### config.mk
export PLATFORM = sky130hd
export DESIGN_NAME = lce_front
export DESIGN_NICKNAME = d
export VERILOG_FILES = /design/src/rtl/lce_pkg.sv /design/src/rtl/lce_front.sv
export SDC_FILE = /design/constraint.sdc
export NUM_CORES = 1
export LEC_CHECK = 0
export BUFFER_PORTS_ARGS = -buffer_cell sky130_fd_sc_hd__buf_4
export CAP_MARGIN = 20
export CORE_MARGIN = 2
export CORE_UTILIZATION = 40
export CTS_CLUSTER_SIZE = 16
export DETAILED_ROUTE_END_ITERATION = 10
export GPL_ROUTABILITY_DRIVEN = 0
export HOLD_SLACK_MARGIN = 0.12
export PLACE_DENSITY = 0.73
export SLEW_MARGIN = 40
export SYNTH_ARGS = -nofsm -noshare
export SYNTH_HDL_FRONTEND = slang
export SYNTH_SLANG_ARGS = --single-unit
### constraint.sdc
create_clock -name i_clk -period 2 [get_ports i_clk]
set_input_delay 0.2 -clock i_clk [delete_from_list [all_inputs] [get_ports i_clk]]
set_output_delay 0.2 -clock i_clk [all_outputs]
set_load 0.05 [all_outputs]
### src/rtl/lce_pkg.sv
// ----------------------------------------------------------------------------
// Life engine package
// Shared types, constants and request codes for the life engine.
// ----------------------------------------------------------------------------
package lce_pkg;

    localparam int GRID_ROWS = 64;
    localparam int GRID_COLS = 64;
    localparam int ROW_W     = $clog2(GRID_ROWS);
    localparam int COL_W     = $clog2(GRID_COLS);
    localparam int GEN_W     = 32;

    typedef enum logic [2:0] {
        REQ_WRITE = 3'd0,
        REQ_FLIP  = 3'd1,
        REQ_READ  = 3'd2,
        REQ_STEP  = 3'd3,
        REQ_CLEAR = 3'd4
    } t_req;

    // Classified command passed from the front end to the back end.
    typedef enum logic [2:0] {
        CMD_WRITE,
        CMD_FLIP,
        CMD_READ,
        CMD_STEP,
        CMD_CLEAR,
        CMD_NOP
    } t_cmd_kind;

    typedef struct packed {
        t_cmd_kind        kind;
        logic [ROW_W-1:0] row;
        logic [COL_W-1:0] col;
        logic             new_state;
    } t_cmd;

    localparam int CMD_W = $bits(t_cmd);

    // Next state of one cell under the B3/S23 rule.
    function automatic logic life_rule(input logic cur, input logic [3:0] n);
        logic res;
        begin
            res = (n == 4'd3) || (cur && (n == 4'd2));
            return res;
        end
    endfunction

endpackage

### src/rtl/lce_front.sv
// ----------------------------------------------------------------------------
// Life engine front end
// Accepts request transactions, checks range and pushes commands to a queue.
// ----------------------------------------------------------------------------
module lce_front
    import lce_pkg::*;
(
    input  logic       i_clk,
    input  logic       i_rst_n,
    input  logic       i_valid,
    output logic       o_ready,
    input  logic [2:0] i_req_type,
    input  logic [7:0] i_row,
    input  logic [7:0] i_col,
    input  logic       i_new_state,
    output logic       o_cmd_valid,
    output t_cmd       o_cmd,
    input  logic       i_cmd_pop
);

    // Two-entry queue.
    t_cmd       r_q [2];
    logic       r_wp, r_rp;
    logic [1:0] r_cnt;
    logic       push, in_grid;
    t_cmd       cmd;

    assign o_ready     = (r_cnt != 2'd2);
    assign push        = i_valid && o_ready;
    assign o_cmd_valid = (r_cnt != 2'd0);
    assign o_cmd       = r_q[r_rp];

    assign in_grid = !i_row[7] && !i_col[7] &&
                     ({1'b0, i_row[6:0]} < 8'(GRID_ROWS)) &&
                     ({1'b0, i_col[6:0]} < 8'(GRID_COLS));

    always_comb begin
        cmd.row       = i_row[ROW_W-1:0];
        cmd.col       = i_col[COL_W-1:0];
        cmd.new_state = i_new_state;
        unique case (i_req_type)
            REQ_WRITE: cmd.kind = in_grid ? CMD_WRITE : CMD_NOP;
            REQ_FLIP:  cmd.kind = in_grid ? CMD_FLIP  : CMD_NOP;
            REQ_READ:  cmd.kind = in_grid ? CMD_READ  : CMD_NOP;
            REQ_STEP:  cmd.kind = CMD_STEP;
            REQ_CLEAR: cmd.kind = CMD_CLEAR;
            default:   cmd.kind = CMD_NOP;
        endcase
    end

    always_ff @(posedge i_clk) begin
        if (push) begin
            r_q[r_wp] <= cmd;
        end
        if (!i_rst_n) begin
            r_wp  <= 1'b0;
            r_rp  <= 1'b0;
            r_cnt <= 2'd0;
        end else begin
            if (push) begin
                r_wp <= ~r_wp;
            end
            if (i_cmd_pop) begin
                r_rp <= ~r_rp;
            end
            r_cnt <= r_cnt + 2'(push) - 2'(i_cmd_pop);
        end
    end

endmodule

-- After elaboration in Yosys (flattened, before gate mapping)
Memories as Yosys holds them, arrays and structs flattened. A register that Yosys moved wholly into a read port is not among the register bits.
Index checks and enable logic that the tools add are counted.
- bits in writable memories: 32
- memories kept: 1
- input bits: 24
- word-level logic and storage cells: 31
- register bits: 4
- output and inout bits: 18
- memories (memory ; depth ; width ; rd ports ; clocked after memory_dff ; wr ports ; RTL line ; source):
    r_q ; 2 ; 16 ; 1 ; 1 ; 1 ; lce_front.sv:22 ; t_cmd r_q [2];
- mux-type cells: 8
- reduce and logical (&&, ||, !) cells: 8
- equality and inequality tests: 5
- add/sub/neg operators: 2
- $lt $le $gt $ge: 2
- bitwise operators: 2
- operators with widths (operator ; number):
    $pmux W3 S5 ; 1
    $lt A7 B7 Y1 const B ; 2
    $mux W3 ; 3
    $eq A3 B2 Y1 const B ; 2
    $logic_and A1 B1 Y1 ; 4
    $mux W1 ; 4
    $eq A3 B1 Y1 const B ; 1
    $eq A3 B3 Y1 const B ; 1
    $logic_not A3 Y1 ; 1
    $add A2 B1 Y2 ; 1
    $logic_not A1 Y1 ; 2
    $ne A2 B2 Y1 const B ; 1
    $not A1 Y1 ; 2
    $reduce_bool A2 Y1 ; 1
    $sub A2 B1 Y2 ; 1

-- Depth between registers and ports, before layout
Gate-level depths: netlist of run 1.
- word-level depth: 6
- mapped depth: 8
- depth with buffers taken out: 8

-- Least setup slack after synthesis of run 1
No wires, ideal clock.
- path type: register -> register
- from: reg r_cnt[0]
- to: mem r_q[0][0] (netlist bit) (enable)
- clock period less this slack: 2089 ps
- cell stages (with the launch flop): 4
- arrival: 1701 ps
- setup time: 388 ps
- buffers on the path: 0
- slack: -89 ps
- cells stage by stage: dfxtp_1 -> nand2b_1 -> nand2_1 -> nor2_1
- longest elaborated chain between the ends: 4
- ends and longest elaborated chain (what ; RTL line ; source):
    from (decl) ; lce_front.sv:24 ; logic [1:0] r_cnt;
    from (signal assigned) ; lce_front.sv:66 ; r_cnt <= r_cnt + 2'(push) - 2'(i_cmd_pop);
    $ne A2 B2 Y1 ; lce_front.sv:28 ; assign o_ready = (r_cnt != 2'd2);
    named net o_ready ; lce_front.sv:11 ; output logic o_ready,
    $logic_and A1 B1 Y1 ; lce_front.sv:29 ; assign push = i_valid && o_ready;
    $mux W1 ; lce_front.sv:52 ; if (push) begin
    $mux W1 (not written as such) ; lce_front.sv:53 ; r_q[r_wp] <= cmd;
    to (decl) ; lce_front.sv:22 ;
The timed path passes the listed nets, and every way through them passes these cells.

==> results of run 1 <==
==> path summary, 6_finish.rpt <==
check / end / start
max: o_cmd[11] / flip-flop
min: r_q[0][14]$_DFFE_PP_ / i_req_type[2]
max reg2reg: r_cnt[1]$_SDFF_PN0_ / r_cnt[0]$_SDFF_PN0_
min reg2reg: r_wp$_SDFFE_PN0P_ / r_wp$_SDFFE_PN0P_
==> final cells by class <==
| class | instances | area, um^2 | area share [%] |
|---|---|---|---|
| clock buffer | 5 | 37.5 | 1.87 |
| clock inverter | 3 | 17.5 | 0.872 |
| inverter | 1 | 3.75 | 0.187 |
| multi-input combinational | 41 | 362 | 18.0 |
| sequential | 37 | 1060 | 52.8 |
| tap | 46 | 57.6 | 2.86 |
| timing repair buffer | 58 | 470 | 23.4 |
==> cell usage after synthesis <==
master	instances
mux2i_1	1
mux2_2	16
ha_1	2
or2_2	1
a21oi_1	2
and3_1	1
and2_1	4
buf_6	2
xor2_1	1
inv_1	1
nor3b_1	1
nor2_1	3
edfxtp_1	32
nand2_1	2
nor4_2	1
xnor2_1	2
nor3b_2	1
dfxtp_1	5
or2_1	1
nand2b_1	2
==> worst reg2reg max path, stage by stage, from the launching register on <==
cell      delay (ns)
dfxtp_1         0.37
nand2b_1        0.15
nand2_1         0.12
ha_1            0.30
inv_1           0.04
ha_1            0.18
xnor2_1         0.13
xnor2_1         0.12
and2_1          0.15
==> through the flow <==
step	setup WS, ns	cell area (um^2)	hold slack (ns)	utilization (%)
6_report	0.163	2010	0.171	58.8
5_1_grt	0.0634	2010	0.151	58.8
4_1_cts	0.0980	2010	0.148	58.8
3_5_place_dp	0.358	1810	0.387	53.1
3_3_place_gp	0.443	1810	0.387	53.1
2_1_floorplan	0.0178	1450	0.299	-
==> cells by family (layout without fill, tap and decap cells) <==
kind of cell | Yosys count | in the layout | share of synthesized area, %
AOI/OAI and AO/OA | 2 | 2 | 0.692
xor gates and xnor gates | 3 | 3 | 1.82
adders and majority gates | 2 | 2 | 1.73
buffers and inverters | 3 | 67 | 1.82
DFF | 37 | 37 | 73.4
muxes | 17 | 17 | 13.1
and+or+nand+nor | 17 | 17 | 7.44
==> where the power goes <==
part | leakage, nW | total [W] | internal [W] | switching (W)
sequential | 0.336 | 0.00101 | 0.000970 | 0.0000382
clock | 0.0310 | 0.000361 | 0.000132 | 0.000228
combinational | 0.410 | 0.000706 | 0.000264 | 0.000441
total | 0.778 | 0.00207 | 0.00137 | 0.000708
==> state kept, by name (all words and copies together) (netlist names), named ones only <==
name   count
r_wp       1
r_q       32
r_rp       1
r_cnt      2
==> routing by layer <==
layer	track usage (%)	share of wire, %
met5	0	0
met4	5.59	0
met3	3.52	7.1
met2	18.5	48
met1	15.0	45
==> report_table.html, run 1 <==
<table>
<tr><th>Metric</th><th>Value</th></tr>
<tr><th colspan="2">Job</th></tr>
<tr><td>Max-cap violations</td><td>0</td></tr>
<tr><th colspan="2">Finish</th></tr>
<tr><td>Fraction of layout cells with a size suffix above 1</td><td>about half</td></tr>
<tr><td>Fillers</td><td>277</td></tr>
<tr><td>Fin nets</td><td>170</td></tr>
<tr><td>Most frequent standard cell in the layout excluding fill and tap cells</td><td>buf_4</td></tr>
<tr><td>Top library cells by usage in the layout, fill and taps aside</td><td>buf_4 (44), edfxtp_1 (32), mux2_2 (16)</td></tr>
<tr><td>Layout area overhead</td><td>38.9%</td></tr>
<tr><td># diodes</td><td>0</td></tr>
<tr><td>Number of standard cells in the final layout excluding fillers</td><td>191</td></tr>
<tr><th colspan="2">Floorplan</th></tr>
<tr><td>Starting utilization of the core area</td><td>42.3%</td></tr>
<tr><td>Placement Rows</td><td>21</td></tr>
<tr><td>Die height</td><td>64.1 um</td></tr>
<tr><td>Overall die area</td><td>4110 um^2</td></tr>
<tr><td>Area of the placeable core</td><td>3420 um^2</td></tr>
<tr><td>Number of top-level design ports</td><td>42</td></tr>
<tr><td>Die width</td><td>64.1 um</td></tr>
<tr><th colspan="2">Synthesis</th></tr>
<tr><td>Yosys warning count</td><td>0</td></tr>
<tr><td>Synth Instances</td><td>81</td></tr>
<tr><td>Post-synthesis cell area</td><td>between 1000 and 1500 um^2</td></tr>
<tr><td>Register bit total from synthesis</td><td>37</td></tr>
<tr><td>Synthesized area per cell</td><td>17.9 um^2</td></tr>
<tr><td>Count of distinct cell types in the synthesized netlist</td><td>20</td></tr>
<tr><td>Sequential cell area fraction in the yosys report</td><td>73.4%</td></tr>
<tr><td>Synth area leader</td><td>edfxtp_1</td></tr>
<tr><td>Synth Net Count</td><td>107</td></tr>
<tr><td>Ranking of synthesized cells by area</td><td>edfxtp_1 (66%), mux2_2 (12%), dfxtp_1 (6.9%), and2_1 (1.7%), ha_1 (1.7%)</td></tr>
<tr><td>Post-synth top area share</td><td>between 60% and 70%</td></tr>
<tr><th colspan="2">Power and ir drop</th></tr>
<tr><td>Worst vdd ir</td><td>0.000672 V</td></tr>
<tr><td>Leakage power</td><td>0.778 nW</td></tr>
<tr><td>Overall power consumption</td><td>0.00207 W</td></tr>
<tr><td>Power Dens Cells</td><td>1030 nW/um^2</td></tr>
<tr><th colspan="2">STA</th></tr>
<tr><td>Worst clock skew</td><td>between 0.009 and 0.01 ns</td></tr>
<tr><td>Endpoints failing hold</td><td>0</td></tr>
<tr><td>Final number of setup-violating endpoints</td><td>0</td></tr>
<tr><td>Maximum achievable frequency</td><td>544 MHz</td></tr>
<tr><td>Tcrit/Tclk final</td><td>roughly nine tenths</td></tr>
<tr><td>Fin. max-slew vios</td><td>0</td></tr>
<tr><td>Worst rel slew slack</td><td>between 80 and 90%</td></tr>
<tr><td>Unrepaired setup endpoints after global routing</td><td>false</td></tr>
<tr><td>Setup TNS Final</td><td>0 ns</td></tr>
<tr><td>Transition time at the pin with the least slew margin</td><td>~0.3 ns</td></tr>
<tr><td>Period minus WS final</td><td>~1.8 ns</td></tr>
<tr><th colspan="2">Routing</th></tr>
<tr><td>Total length of routed wires</td><td>2.23 mm</td></tr>
<tr><td>Violation count after the first detailed-routing iteration</td><td>10</td></tr>
<tr><td>Wire length per cell</td><td>around 12 um</td></tr>
<tr><td>Detailed-route DRC error count</td><td>0</td></tr>
<tr><td>Vias per Instance</td><td>4.48</td></tr>
<tr><td>Number of nets with antenna violations after routing</td><td>0</td></tr>
<tr><td>Detailed-routing iteration count for the pre-antenna-repair pass</td><td>3</td></tr>
<tr><td>Total number of vias</td><td>~860</td></tr>
<tr><th colspan="2">Place</th></tr>
<tr><td>Cell count after placement</td><td>169</td></tr>
<tr><td>HPWL Detailed</td><td>1.56 mm</td></tr>
<tr><td>Port Buf Inserts</td><td>41</td></tr>
<tr><th colspan="2">Setup path</th></tr>
<tr><td>Worst reg-to-reg path cell count</td><td>8</td></tr>
<tr><td>Arrival time worst endpoint</td><td>1.64 ns</td></tr>
<tr><td>Cell with the largest stage delay on the worst path</td><td>dfxtp_1</td></tr>
<tr><td>Maximum single-stage delay on the critical path</td><td>approximately 0.5 ns</td></tr>
<tr><td>Required arrival time at the worst endpoint</td><td>1.80 ns</td></tr>
<tr><td>Most prevalent standard cell on the critical path</td><td>buf_4</td></tr>
<tr><td>Register-to-register path setup slack</td><td>0.35 ns</td></tr>
<tr><td>Class of the most critical setup path</td><td>reg -&gt; out</td></tr>
<tr><td>Largest fanout on the critical path</td><td>10</td></tr>
<tr><td>Critical Path, Cell by Cell</td><td>buf_4 -&gt; mux2_2 -&gt; buf_4</td></tr>
<tr><td>Crit start category</td><td>flip-flop</td></tr>
<tr><td>Crit path buffers/inverters</td><td>2</td></tr>
<tr><td>Worst Setup End Kind</td><td>output port</td></tr>
<tr><td>Top delay family on crit path</td><td>flip-flops</td></tr>
<tr><td>Instance count on the critical path</td><td>3</td></tr>
<tr><th colspan="2">CTS</th></tr>
<tr><td>Number of buffers on the longest clock path</td><td>2</td></tr>
<tr><td>Worst-skew pair later-pin latency</td><td>between 0.3 and 0.4 ns</td></tr>
<tr><td>Number of buffers created by CTS</td><td>5</td></tr>
<tr><td>Post-cts gate resize count</td><td>0</td></tr>
<tr><td>Number of setup buffers added after CTS</td><td>0</td></tr>
<tr><td>Number of buffers inserted by hold repair at cts</td><td>14</td></tr>
<tr><td>CTS clock-pin slew for the worst setup and hold paths</td><td>0.11 ns</td></tr>
<tr><td>Root Buffer</td><td>clkbuf_4</td></tr>
<tr><td>Total number of clock tree sinks</td><td>37</td></tr>
<tr><td>Number of H-tree levels</td><td>2</td></tr>
<tr><td>Clock tree from TritonCTS</td><td>built</td></tr>
<tr><th colspan="2">Global routing</th></tr>
<tr><td>Wire length of the first global-routing pass</td><td>around 3.6 mm</td></tr>
<tr><td>Leftover overflow at the end of global routing</td><td>0</td></tr>
<tr><td>Maximum number of pins on one net before global-route repair</td><td>17</td></tr>
<tr><td>Vias in the first global route</td><td>832</td></tr>
<tr><td>Number of antenna violations at the first check in global routing</td><td>0</td></tr>
<tr><td>Global router's overall resource usage</td><td>between 10% and 20%</td></tr>
<tr><th colspan="2">Worst hold path</th></tr>
<tr><td>Worst min-delay path category</td><td>in -&gt; reg</td></tr>
<tr><td>Worst Hold Path Cells</td><td>2</td></tr>
<tr><th colspan="2">Outcome</th></tr>
<tr><td>Outcome</td><td>completed</td></tr>
</table>
Power figures use the tool's default switching activity.
==> inputs of run 2 (changes only) <==
--- a/config.mk
+++ b/config.mk
@@ -5,7 +5,8 @@
 export SDC_FILE = /design/constraint.sdc
 export NUM_CORES = 1
 export LEC_CHECK = 0
-export BUFFER_PORTS_ARGS = -buffer_cell sky130_fd_sc_hd__buf_4
+export ABC_AREA = 1
+export BUFFER_PORTS_ARGS = -buffer_cell sky130_fd_sc_hd__clkbuf_2
 export CAP_MARGIN = 20
 export CORE_MARGIN = 2
 export CORE_UTILIZATION = 40
==> run 2 against run 1 <==
Against the previous run:
- first-iteration DRC count rose to 3.0 times the previous value
- critical endpoint is now o_cmd[15]
- clock skew down 0.0053 ns
- worst setup slack improved by 0.026 ns
- final cell count increased by 8.4%
- critical path type unchanged
- core utilization decreased by 4.4 points
==> report_table.html, run 2 <==
<table>
<tr><th>Metric</th><th>Value</th></tr>
<tr><th colspan="2">Power and ir drop</th></tr>
<tr><td>Net switching power of the design</td><td>0.000562 W (-21%)</td></tr>
<tr><td>Clock network fraction of design power</td><td>30.9% (+14 points)</td></tr>
<tr><td>Share of total power in combinational logic</td><td>21.8% (-12 points)</td></tr>
<tr><td>Leakage power</td><td>0.855 nW (+9.9%)</td></tr>
<tr><td>Sequential cell fraction of total power</td><td>47.3% (-1.3 points)</td></tr>
<tr><td>Worst vdd ir</td><td>0.000486 V (-28%)</td></tr>
<tr><td>Switching part of the total power</td><td>28.3% (-5.8 points)</td></tr>
<tr><td>Power Internal</td><td>0.00142 W (+4.2%)</td></tr>
<tr><td>Power Dens Cells</td><td>1000 nW/um^2 (-2.7%)</td></tr>
<tr><th colspan="2">Routing</th></tr>
<tr><td>Wire length per cell</td><td>11.8 um (+1.5%)</td></tr>
<tr><td>Detailed-route DRC error count</td><td>0 (unchanged)</td></tr>
<tr><td>Detailed-routing iteration count for the pre-antenna-repair pass</td><td>4 (+1)</td></tr>
<tr><td>Number of nets with antenna violations after routing</td><td>0 (unchanged)</td></tr>
<tr><td>Vias per Instance</td><td>4.46 (-0.40%)</td></tr>
<tr><td>Total number of vias</td><td>924 (+7.9%)</td></tr>
<tr><td>Total length of routed wires</td><td>2.45 mm (+10%)</td></tr>
<tr><td>Violation count after the first detailed-routing iteration</td><td>30 (+20)</td></tr>
<tr><th colspan="2">Setup path</th></tr>
<tr><td>Largest fanout on the critical path</td><td>11 (+1)</td></tr>
<tr><td>Arrival time worst endpoint</td><td>1.61 ns (-0.03 ns)</td></tr>
<tr><td>Class of the most critical setup path</td><td>reg -&gt; out</td></tr>
<tr><td>Crit start category</td><td>flip-flop</td></tr>
<tr><td>Required arrival time at the worst endpoint</td><td>1.80 ns (about the same)</td></tr>
<tr><td>Worst Setup End Kind</td><td>output port</td></tr>
<tr><th colspan="2">Finish</th></tr>
<tr><td>Area taken by flip-flops and latches</td><td>1060 um^2 (unchanged)</td></tr>
<tr><td>Layout area overhead</td><td>32.0%</td></tr>
<tr><td>Final cell utilization of the core</td><td>54.4% (-4.4 points)</td></tr>
<tr><td>Fin nets</td><td>184 (+8.2%)</td></tr>
<tr><td>Number of flip-flops under the largest register name</td><td>32 (unchanged)</td></tr>
<tr><td>Fillers</td><td>325 (+17%)</td></tr>
<tr><td>Largest registers</td><td>r_q x32, r_cnt x2</td></tr>
<tr><td>Top library cells by usage in the layout, fill and taps aside</td><td>clkbuf_2 (41), edfxtp_1 (32), nand2_1 (16)</td></tr>
<tr><td>Register with the most flip-flops</td><td>r_q</td></tr>
<tr><td>Multi-input gate area in the final layout</td><td>369 um^2 (+2.1%)</td></tr>
<tr><td>Fraction of layout cells with a size suffix above 1</td><td>41.5% (-8.1 points)</td></tr>
<tr><td>Number of standard cells in the final layout excluding fillers</td><td>207 (+8.4%)</td></tr>
<tr><td># diodes</td><td>0 (unchanged)</td></tr>
<tr><td>Most frequent standard cell in the layout excluding fill and tap cells</td><td>clkbuf_2</td></tr>
<tr><th colspan="2">Synthesis</th></tr>
<tr><td>Register bit total from synthesis</td><td>37 (unchanged)</td></tr>
<tr><td>Synthesized area per cell</td><td>15.3 um^2 (-14%)</td></tr>
<tr><td>Post-synth EDFFs</td><td>32 (unchanged)</td></tr>
<tr><td>Post-synth top area share</td><td>64.1% (-2.3 points)</td></tr>
<tr><td>Fraction of registers with async set/reset</td><td>0% (unchanged)</td></tr>
<tr><td>Dominant cell by count in the synthesized netlist</td><td>edfxtp_1</td></tr>
<tr><td>Ranking of synthesized cells by area</td><td>edfxtp_1 (64%), mux2_4 (10%), dfxtp_1 (6.7%), mux2_2 (4.5%), nand2_1 (4.0%)</td></tr>
<tr><td>Dominant synthesized flop cell</td><td>edfxtp_1</td></tr>
<tr><td>Sequential cell area fraction in the yosys report</td><td>70.8% (-2.6 points)</td></tr>
<tr><td>Cell types with the highest counts after synthesis</td><td>edfxtp_1 (32), nand2_1 (16), inv_1 (10), mux2_4 (10), nor2_1 (9)</td></tr>
<tr><td>Yosys warning count</td><td>0 (unchanged)</td></tr>
<tr><td>Synth Net Count</td><td>124 (+16%)</td></tr>
<tr><td>Synth area leader</td><td>edfxtp_1</td></tr>
<tr><td>Count of distinct cell types in the synthesized netlist</td><td>13 (-35%)</td></tr>
<tr><td>Post-synthesis cell area</td><td>1500 um^2 (+3.6%)</td></tr>
<tr><td>Synth Instances</td><td>98 (+21%)</td></tr>
<tr><th colspan="2">Global routing</th></tr>
<tr><td>Vias in the first global route</td><td>977 (+17%)</td></tr>
<tr><td>Maximum number of pins on one net before global-route repair</td><td>17 (unchanged)</td></tr>
<tr><td>Number of antenna violations at the first check in global routing</td><td>0 (unchanged)</td></tr>
<tr><td>Global router's overall resource usage</td><td>12.6% (+0.78 points)</td></tr>
<tr><td>Leftover overflow at the end of global routing</td><td>0 (unchanged)</td></tr>
<tr><td>Wire length of the first global-routing pass</td><td>3.95 mm (+8.9%)</td></tr>
<tr><td>Peak-usage layer in the global routing report</td><td>met2</td></tr>
<tr><td>M1 GR Usage</td><td>12.4% (-2.6 points)</td></tr>
<tr><td>Met2 demand-to-capacity share in global routing</td><td>22.8% (+4.3 points)</td></tr>
<tr><td>Met3 Track Usage GR</td><td>5.31% (+1.8 points)</td></tr>
<tr><th colspan="2">Place</th></tr>
<tr><td>Cell count after placement</td><td>187 (+11%)</td></tr>
<tr><td>HPWL Detailed</td><td>1.79 mm (+15%)</td></tr>
<tr><td>Port Buf Inserts</td><td>41 (unchanged)</td></tr>
<tr><td>Setup WS pre-CTS</td><td>0.464 ns (+0.107 ns)</td></tr>
<tr><th colspan="2">STA</th></tr>
<tr><td>Transition time at the pin with the least slew margin</td><td>0.614 ns (+0.319 ns)</td></tr>
<tr><td>Smallest hold slack</td><td>0.127 ns (-0.0444 ns)</td></tr>
<tr><td>Tcrit/Tclk final</td><td>90.6% (-1.3 points)</td></tr>
<tr><td>Fin. max-slew vios</td><td>0 (unchanged)</td></tr>
<tr><td>Period minus WS final</td><td>1.81 ns (-0.0255 ns)</td></tr>
<tr><td>Maximum achievable frequency</td><td>552 MHz (+1.4%)</td></tr>
<tr><td>Unrepaired setup endpoints after global routing</td><td>false</td></tr>
<tr><td>Setup TNS Final</td><td>0 ns (unchanged)</td></tr>
<tr><td>Worst clock skew</td><td>0.00431 ns (-0.00530 ns)</td></tr>
<tr><td>Final Worst Setup Slack</td><td>0.188 ns (+0.0255 ns)</td></tr>
<tr><td>Worst rel slew slack</td><td>59.0% (-21 points)</td></tr>
<tr><td>Final number of setup-violating endpoints</td><td>0 (unchanged)</td></tr>
<tr><td>Endpoints failing hold</td><td>0 (unchanged)</td></tr>
<tr><th colspan="2">CTS</th></tr>
<tr><td>Clock tree from TritonCTS</td><td>built</td></tr>
<tr><td>Number of buffers on the longest clock path</td><td>2 (unchanged)</td></tr>
<tr><td>Total number of clock tree sinks</td><td>37 (unchanged)</td></tr>
<tr><td>Number of setup buffers added after CTS</td><td>0 (unchanged)</td></tr>
<tr><td>Worst-skew pair later-pin latency</td><td>0.28 ns (-0.05 ns)</td></tr>
<tr><td>Number of buffers created by CTS</td><td>5 (unchanged)</td></tr>
<tr><td>Root Buffer</td><td>clkbuf_8</td></tr>
<tr><td>CTS clock-pin slew for the worst setup and hold paths</td><td>0.07 ns (-0.04 ns)</td></tr>
<tr><td>Number of H-tree levels</td><td>2 (unchanged)</td></tr>
<tr><td>Post-cts gate resize count</td><td>0 (unchanged)</td></tr>
<tr><td>Number of buffers inserted by hold repair at cts</td><td>12 (-2)</td></tr>
<tr><th colspan="2">Floorplan</th></tr>
<tr><td>Area of the placeable core</td><td>3630 um^2 (+6.4%)</td></tr>
<tr><td>Die height</td><td>65.2 um (+1.7%)</td></tr>
<tr><td>Die width</td><td>65.2 um (+1.7%)</td></tr>
<tr><td>Number of top-level design ports</td><td>42 (unchanged)</td></tr>
<tr><td>Placement Rows</td><td>22 (+4.8%)</td></tr>
<tr><td>Overall die area</td><td>4250 um^2 (+3.4%)</td></tr>
<tr><td>Starting utilization of the core area</td><td>41.3% (-1.1 points)</td></tr>
<tr><th colspan="2">Outcome</th></tr>
<tr><td>Outcome</td><td>completed</td></tr>
<tr><th colspan="2">Worst hold path</th></tr>
<tr><td>Worst min-delay path category</td><td>in -&gt; reg</td></tr>
<tr><th colspan="2">Job</th></tr>
<tr><td>Max-cap violations</td><td>0 (unchanged)</td></tr>
</table>
-- run 2: cell type report --
| class | count | area share [%] |
|---|---|---|
| well taps | 48 | 3.04 |
| clock buffers | 5 | 3.48 |
| repair buffers | 55 | 17.2 |
| inverters | 10 | 1.90 |
| multi-input cells | 49 | 18.7 |
| clock inverters | 3 | 2.09 |
| flip-flops and latches | 37 | 53.6 |
-- run 2: path summary, 6_finish.rpt --
check	slack (ns)	start	endpoint	cells past startpoint
max	0.19	flip-flop	o_cmd[15]	3
min	0.13	i_row[5]	r_q[0][12]$_DFFE_PP_	1
max reg2reg	0.46	r_cnt[0]$_SDFF_PN0_	r_cnt[1]$_SDFF_PN0_	10
min reg2reg	0.50	r_rp$_SDFFE_PN0P_	flip-flop	2
-- run 2: power by group through the flow --
stage	logic [W]	clock network, W	registers (W)
finish	0.000432	0.000613	0.000940
global route	0.000464	0.000662	0.000946
CTS	0.000438	0.000627	0.000941
detailed placement	0.000419	0	0.000958
global placement	0.000410	0	0.000954
floorplan	0.000330	0	0.000949
-- run 2: layer usage --
layer	routed length (um)	part of all wire (%)	vias up
li1	-	-	458
met1	1020	41	424
met2	1230	50	40
met3	188	7.7	2
met4	17	0.69	0
met5	0	0	-
-- run 2: worst max-delay path, stage by stage, from the launching register on --
cell and delay [ns]:
dfxtp_1 0.45, buf_4 0.28, mux2_2 0.36, clkbuf_2 0.24
-- run 2: cell families (layout without fill, tap and decap cells) --
| family | Yosys count | after routing | synth area share (%) |
|---|---|---|---|
| muxes | 16 | 16 | 14.5 |
| DFF | 37 | 37 | 70.8 |
| and+or+nand+nor | 29 | 29 | 7.76 |
| buffers and inverters | 12 | 73 | 4.59 |
| AOI/OAI and AO/OA | 2 | 2 | 0.668 |
| adders and majority gates | 2 | 2 | 1.67 |
-- run 2: metrics by stage --
step / instance area, um^2 / total power, W
after floorplan: 1500 / 0.00128
after global placement: 1750 / 0.00136
after detailed placement: 1750 / 0.00138
after CTS: 1980 / 0.00201
after global routing: 1980 / 0.00207
final: 1980 / 0.00199
